## src/hdl/darpc_pkg.sv

```systemverilog
// Shared constants, register indexes and pipeline control type for the dual-axis ramp controller.
package darpc_pkg;

  localparam int GAIN_BITS      = 16;
  localparam int CFG_INDEX_BITS = 3;

  typedef logic [GAIN_BITS-1:0]      gain_t;
  typedef logic [CFG_INDEX_BITS-1:0] cfg_index_t;

  localparam cfg_index_t REG_LIN_RAMP_STEP = 3'd0;
  localparam cfg_index_t REG_ANG_RAMP_STEP = 3'd1;
  localparam cfg_index_t REG_LIN_GAIN_P    = 3'd2;
  localparam cfg_index_t REG_LIN_GAIN_I    = 3'd3;
  localparam cfg_index_t REG_LIN_GAIN_K    = 3'd4;
  localparam cfg_index_t REG_ANG_GAIN_P    = 3'd5;
  localparam cfg_index_t REG_ANG_GAIN_I    = 3'd6;
  localparam cfg_index_t REG_ANG_GAIN_K    = 3'd7;

  localparam gain_t LIN_GAIN_P_RST = 16'd52429;
  localparam gain_t LIN_GAIN_I_RST = 16'd197;
  localparam gain_t LIN_GAIN_K_RST = 16'd6554;
  localparam gain_t ANG_GAIN_P_RST = 16'd6554;
  localparam gain_t ANG_GAIN_I_RST = 16'd66;
  localparam gain_t ANG_GAIN_K_RST = 16'd6554;

  typedef struct packed {
    logic ld_ramp;
    logic ld_err;
    logic ld_mul;
    logic ld_out;
  } pipe_ctl_t;

endpackage

```

## src/hdl/darpc_axis.sv

```systemverilog
// One axis datapath: target load, setpoint ramp, error sum, gain products and saturated effort.
module darpc_axis import darpc_pkg::*; #(
  parameter int VALUE_BITS = 24,
  parameter int SUM_BITS   = 40
) (
  input  logic                         clk,
  input  logic                         rst_n,
  input  pipe_ctl_t                    ctl,
  input  logic [VALUE_BITS-2:0]        ramp_step,
  input  gain_t                        gain_p,
  input  gain_t                        gain_i,
  input  gain_t                        gain_k,
  input  logic signed [VALUE_BITS-1:0] measured,
  input  logic                         load,
  input  logic signed [VALUE_BITS-1:0] target,
  output logic signed [VALUE_BITS-1:0] setpoint,
  output logic signed [VALUE_BITS-1:0] effort
);

  localparam int EW = VALUE_BITS + 1;
  localparam int SW = ((SUM_BITS > EW) ? SUM_BITS : EW) + 1;
  localparam int PW = EW + GAIN_BITS + 1;
  localparam int IW = SUM_BITS + GAIN_BITS + 1;
  localparam int TW = ((IW > PW) ? IW : PW) + 2;

  localparam logic signed [SW-1:0] SUM_MAX = {{(SW-SUM_BITS+1){1'b0}}, {(SUM_BITS-1){1'b1}}};
  localparam logic signed [SW-1:0] SUM_MIN = ~SUM_MAX;
  localparam logic signed [TW-1:0] EFF_MAX = {{(TW-VALUE_BITS+1){1'b0}}, {(VALUE_BITS-1){1'b1}}};
  localparam logic signed [TW-1:0] EFF_MIN = ~EFF_MAX;
  localparam logic signed [TW-1:0] ROUND_C =
    {{(TW-GAIN_BITS){1'b0}}, 1'b1, {(GAIN_BITS-1){1'b0}}};

  logic signed [VALUE_BITS-1:0] tgt_now_r, tgt_before_r, sp_r;
  logic signed [VALUE_BITS-1:0] tnow_c, tbef_c, sp_nxt;
  logic signed [EW-1:0]         sp_up_c, sp_dn_c, tnow_ext_c, step_ext_c;

  logic signed [VALUE_BITS-1:0] s1_meas_r, s1_sp_r;

  logic signed [EW-1:0]         last_err_r, err_c;
  logic signed [SUM_BITS-1:0]   sum_r, sum_nxt;
  logic signed [SW-1:0]         sum_c;
  logic signed [EW-1:0]         s2_err_r, s2_prev_r;
  logic signed [SUM_BITS-1:0]   s2_sum_r;
  logic signed [VALUE_BITS-1:0] s2_sp_r;

  logic signed [PW-1:0]         p_c, k_c, s3_p_r, s3_k_r;
  logic signed [IW-1:0]         i_c, s3_i_r;
  logic signed [VALUE_BITS-1:0] s3_sp_r;

  logic signed [TW-1:0]         acc_c, tot_c;
  logic signed [VALUE_BITS-1:0] eff_c;
  logic signed [VALUE_BITS-1:0] setpoint_r, effort_r;

  always_comb begin
    tnow_c     = load ? target : tgt_now_r;
    tbef_c     = load ? tgt_now_r : tgt_before_r;
    tnow_ext_c = EW'(tnow_c);
    step_ext_c = $signed({2'b00, ramp_step});
    sp_up_c    = EW'(sp_r) + step_ext_c;
    sp_dn_c    = EW'(sp_r) - step_ext_c;
    if (tbef_c < tnow_c) begin
      sp_nxt = (sp_up_c > tnow_ext_c) ? tnow_c : sp_up_c[VALUE_BITS-1:0];
    end else begin
      sp_nxt = (sp_dn_c < tnow_ext_c) ? tnow_c : sp_dn_c[VALUE_BITS-1:0];
    end
  end

  always_comb begin
    err_c = EW'(s1_meas_r) - EW'(s1_sp_r);
    sum_c = SW'(sum_r) + SW'(err_c);
    if (sum_c > SUM_MAX) begin
      sum_nxt = SUM_MAX[SUM_BITS-1:0];
    end else if (sum_c < SUM_MIN) begin
      sum_nxt = SUM_MIN[SUM_BITS-1:0];
    end else begin
      sum_nxt = sum_c[SUM_BITS-1:0];
    end
  end

  always_comb begin
    p_c = PW'($signed({1'b0, gain_p})) * PW'(s2_err_r);
    k_c = PW'($signed({1'b0, gain_k})) * PW'(s2_prev_r);
    i_c = IW'($signed({1'b0, gain_i})) * IW'(s2_sum_r);
  end

  always_comb begin
    acc_c = TW'(s3_p_r) + TW'(s3_k_r) + TW'(s3_i_r) + ROUND_C;
    tot_c = acc_c >>> GAIN_BITS;
    if (tot_c > EFF_MAX) begin
      eff_c = EFF_MAX[VALUE_BITS-1:0];
    end else if (tot_c < EFF_MIN) begin
      eff_c = EFF_MIN[VALUE_BITS-1:0];
    end else begin
      eff_c = tot_c[VALUE_BITS-1:0];
    end
  end

  always_ff @(posedge clk) begin
    if (!rst_n) begin
      tgt_now_r    <= '0;
      tgt_before_r <= '0;
      sp_r         <= '0;
      last_err_r   <= '0;
      sum_r        <= '0;
    end else begin
      if (ctl.ld_ramp) begin
        tgt_now_r    <= tnow_c;
        tgt_before_r <= tbef_c;
        sp_r         <= sp_nxt;
      end
      if (ctl.ld_err) begin
        last_err_r <= err_c;
        sum_r      <= sum_nxt;
      end
    end
  end

  always_ff @(posedge clk) begin
    if (ctl.ld_ramp) begin
      s1_meas_r <= measured;
      s1_sp_r   <= sp_nxt;
    end
    if (ctl.ld_err) begin
      s2_err_r  <= err_c;
      s2_prev_r <= last_err_r;
      s2_sum_r  <= sum_nxt;
      s2_sp_r   <= s1_sp_r;
    end
    if (ctl.ld_mul) begin
      s3_p_r  <= p_c;
      s3_k_r  <= k_c;
      s3_i_r  <= i_c;
      s3_sp_r <= s2_sp_r;
    end
    if (ctl.ld_out) begin
      setpoint_r <= s3_sp_r;
      effort_r   <= eff_c;
    end
  end

  assign setpoint = setpoint_r;
  assign effort   = effort_r;

endmodule

```

## config.mk

```make
export PLATFORM = sky130hd
export DESIGN_NAME = darpc_axis
export DESIGN_NICKNAME = d
export VERILOG_FILES = /design/src/hdl/darpc_pkg.sv /design/src/hdl/darpc_axis.sv
export SDC_FILE = /design/constraint.sdc
export NUM_CORES = 2
export LEC_CHECK = 0
export BUFFER_PORTS_ARGS = -buffer_cell sky130_fd_sc_hd__buf_2
export CAP_MARGIN = 10
export CORE_AREA = 2 2 517 519
export DETAILED_ROUTE_END_ITERATION = 16
export DIE_AREA = 0 0 519 521
export GPL_TIMING_DRIVEN = 1
export PLACE_DENSITY_LB_ADDON = 0.15
export SYNTH_ARGS = -nofsm -noshare
export SYNTH_HDL_FRONTEND = slang
export SYNTH_SLANG_ARGS = --single-unit
```

## constraint.sdc

```tcl
create_clock -name clk -period 14.2 [get_ports clk]
set_input_delay 1.42 -clock clk [delete_from_list [all_inputs] [get_ports clk]]
set_output_delay 1.42 -clock clk [all_outputs]
set_load 0.01 [all_outputs]
```

==> impl_metrics.ini <==
[outcome]
status = finished clean

[setup_path]
cp_max_fo = 40
cp_data_required_time_ns = 14.73
r2r_slack_ns = 5.68
r2r_cells = 28
critPathLaunch = gain_i[9]
endpoint = s3_i_r[38]
crit_type = input pin to flop
rr_startpoint = s1_meas_r[0]
crit_path_end_kind = flop
crit_arrival_ns = 9.45
startpoint_type = input pin
reg2reg_to = s2_sum_r[1]

[routing]
dr.pass1.iters = 6
drtAntennaViolNets = 0
wl_um = 234000
via_count = 55600
drc = 0
wl_per_cell_um = 19.6
vias_per_cell = 4.67
drtIter0Drc = 2884
wl_met2_um = 110000
wl_met1_um = 109000
top_layer_used = met5
wl_met3_um = 10800

[global_routing]
grt_pass1_vias = 60400
antenna_found_initial = 31
gr-usage-all-layers = 0.177
grt_max_degree = 100
grt_overflow = 0
grt_pass1_wl_um = 369000

[floorplan]
die_x_um = 519
start_util = 0.299
die_area_um2 = 270000
core_area_um2 = 264000
ios = 174
num_rows = 189
chipHeight_um = 521

[cts]
cts_setup_buffers = 0
clk_pin_slew_ns = 0.06
cts_buffer_depth = 3
cts_tree = done
htree_num_levels = 3
cts_resized = 0
insertion_delay_ns = 0.69
cts.sinks = 512
root_buffer = clkbuf_16
cts_inserted_buffers = 67
ctsHoldBuffers = 0

[synthesis]
syn_area_per_cell_um2 = 9.52
yosys.cell_count.top_type = inv_1
synthArstFlopShare = 0
syn_nets = 10500
synth_area_leaders = fa_1 (36%), edfxtp_1 (14%), ha_1 (10%), inv_1 (8.5%), nand2_1 (5.5%)
synth_area_um2 = 79200
yosysWarningCount = 0
synth_seq_cells = 512
synth_edf_count = 375
synth_cells = 8317
ys_seq_area_frac = 0.177
synth.distinct_cells = 98
synth_ff_type = edfxtp_1
synth_common_cells = inv_1 (1,788), fa_1 (1,443), nand2_1 (1,170)
synth_top_area_frac = 0.365
yosysTopAreaCell = fa_1

[min_path]
hold_class = flop to flop

[timing]
fmax_mhz = 112
setup_viol = 0
slew_viol_final = 0
rsz0062_at_grt = false
hold_viol = 0
fin_crit_ns = 8.92
timing.final.crit_share = 0.628
maxSlewHeadroom = 0.224
holdWs_ns = 0.416
setup_tns_ns = 0
setup_slack_ns = 5.28
tightest_slew_ns = 1.16
finClkSkew_ns = 0.0420

[cells_and_area]
register_area_um2 = 14000
drive_above_1_share = 0.0520
fillCellCount = 27600
multi_input_area_um2 = 57300
layout.nets = 10500
syn_to_final_growth_pct = 8.67

[placement]
io_buffers = 173
place_hpwl_um = 186000
post-place-ws_ns = 4.76
finalWeightedCongestion = 0.853

[flow_run]
maxCapViolCount = 0
worst max-delay path, cell delays in order:
cell and delay [ns]:
buf_2 0.85, nand2_1 0.20, fa_1 0.57, inv_1 0.05, fa_1 0.50, inv_1 0.06
fa_1 0.54, inv_1 0.05, fa_1 0.47, inv_1 0.05, fa_1 0.47, inv_1 0.05
fa_1 0.44, ha_1 0.37, a21oi_1 0.33, nand2_1 0.24, nor4_1 0.75, nor3_1 0.22
o21a_1 0.24, o21ai_0 0.22, a21boi_0 0.15, o21ai_0 0.26, a21oi_1 0.16, or4b_2 0.63
nand4b_1 0.10
cells in the final DEF, fill, tap and decap left out, types with 145 or more instances in the layout:
cell / count
inv_1: 1787
fa_1: 1443
nand2_1: 1170
ha_1: 639
and2_1: 488
edfxtp_1: 375
nor2_1: 332
a21oi_1: 246
xnor2_1: 185
buf_2: 169
o21ai_0: 152
a21o_1: 145
kinds of logic after synthesis:
group	share of synthesized area
adders and majority gates	0.469
and+or+nand+nor	0.134
xor gates and xnor gates	0.0298
muxes	0.0166
buffers and inverters	0.100
AOI/OAI and AO/OA	0.0736
DFF	0.177
through the flow:
step                      utilization  std cells  area, µm²
after global routing            0.325      11900      86000
final                           0.325      11900      86000
after global placement          0.317      11800      83800
after CTS                       0.325      11900      86000
after floorplan                     -       8317      79200
after detailed placement        0.317      11800      83800
worst min path at each step:
stage	start	cells past startpoint	end	slack [ns]
2_1_floorplan	s2_sp_r[0]	0	s3_sp_r[0]	0.40
3_3_place_gp	s2_sp_r[3]	0	s3_sp_r[3]	0.40
3_5_place_dp	s2_sp_r[14]	0	s3_sp_r[14]	0.40
4_1_cts	s2_sp_r[14]	0	s3_sp_r[14]	0.42
5_1_grt	s2_sp_r[14]	0	s3_sp_r[14]	0.42
6_report	s2_sp_r[14]	0	s3_sp_r[14]	0.42
layer usage:
layer  GRT usage  vias to the layer above
li1            -                    25600
met3      0.0222                      198
met4      0.0358                        6
met1       0.247                    28700
met2       0.294                     1019
met5           0                        -
flip-flops by register name, indices dropped and copies added, names as in the netlist:
name	flops
sum_r	40
tgt_before_r	24
s2_sp_r	24
tgt_now_r	24
sp_r	24
s3_sp_r	24
setpoint	24
s1_sp_r	24
s3_i_r	57
last_err_r	25
s2_err_r	25
s3_p_r	42
s2_prev_r	25
effort	24
s3_k_r	42
s1_meas_r	24
s2_sum_r	40
layout make-up:
class	count	area share
diodes	13	0.000378
clock buffers	79	0.0211
clock inverters	42	0.00474
inverters	1790	0.0781
multi-input cells	5697	0.666
flip-flops and latches	512	0.163
well taps	3533	0.0514
repair buffers	234	0.0157
Power is left out: the tool's default activity adds up to more than one toggle a clock period on the data nets, which glitch-free logic cannot reach.
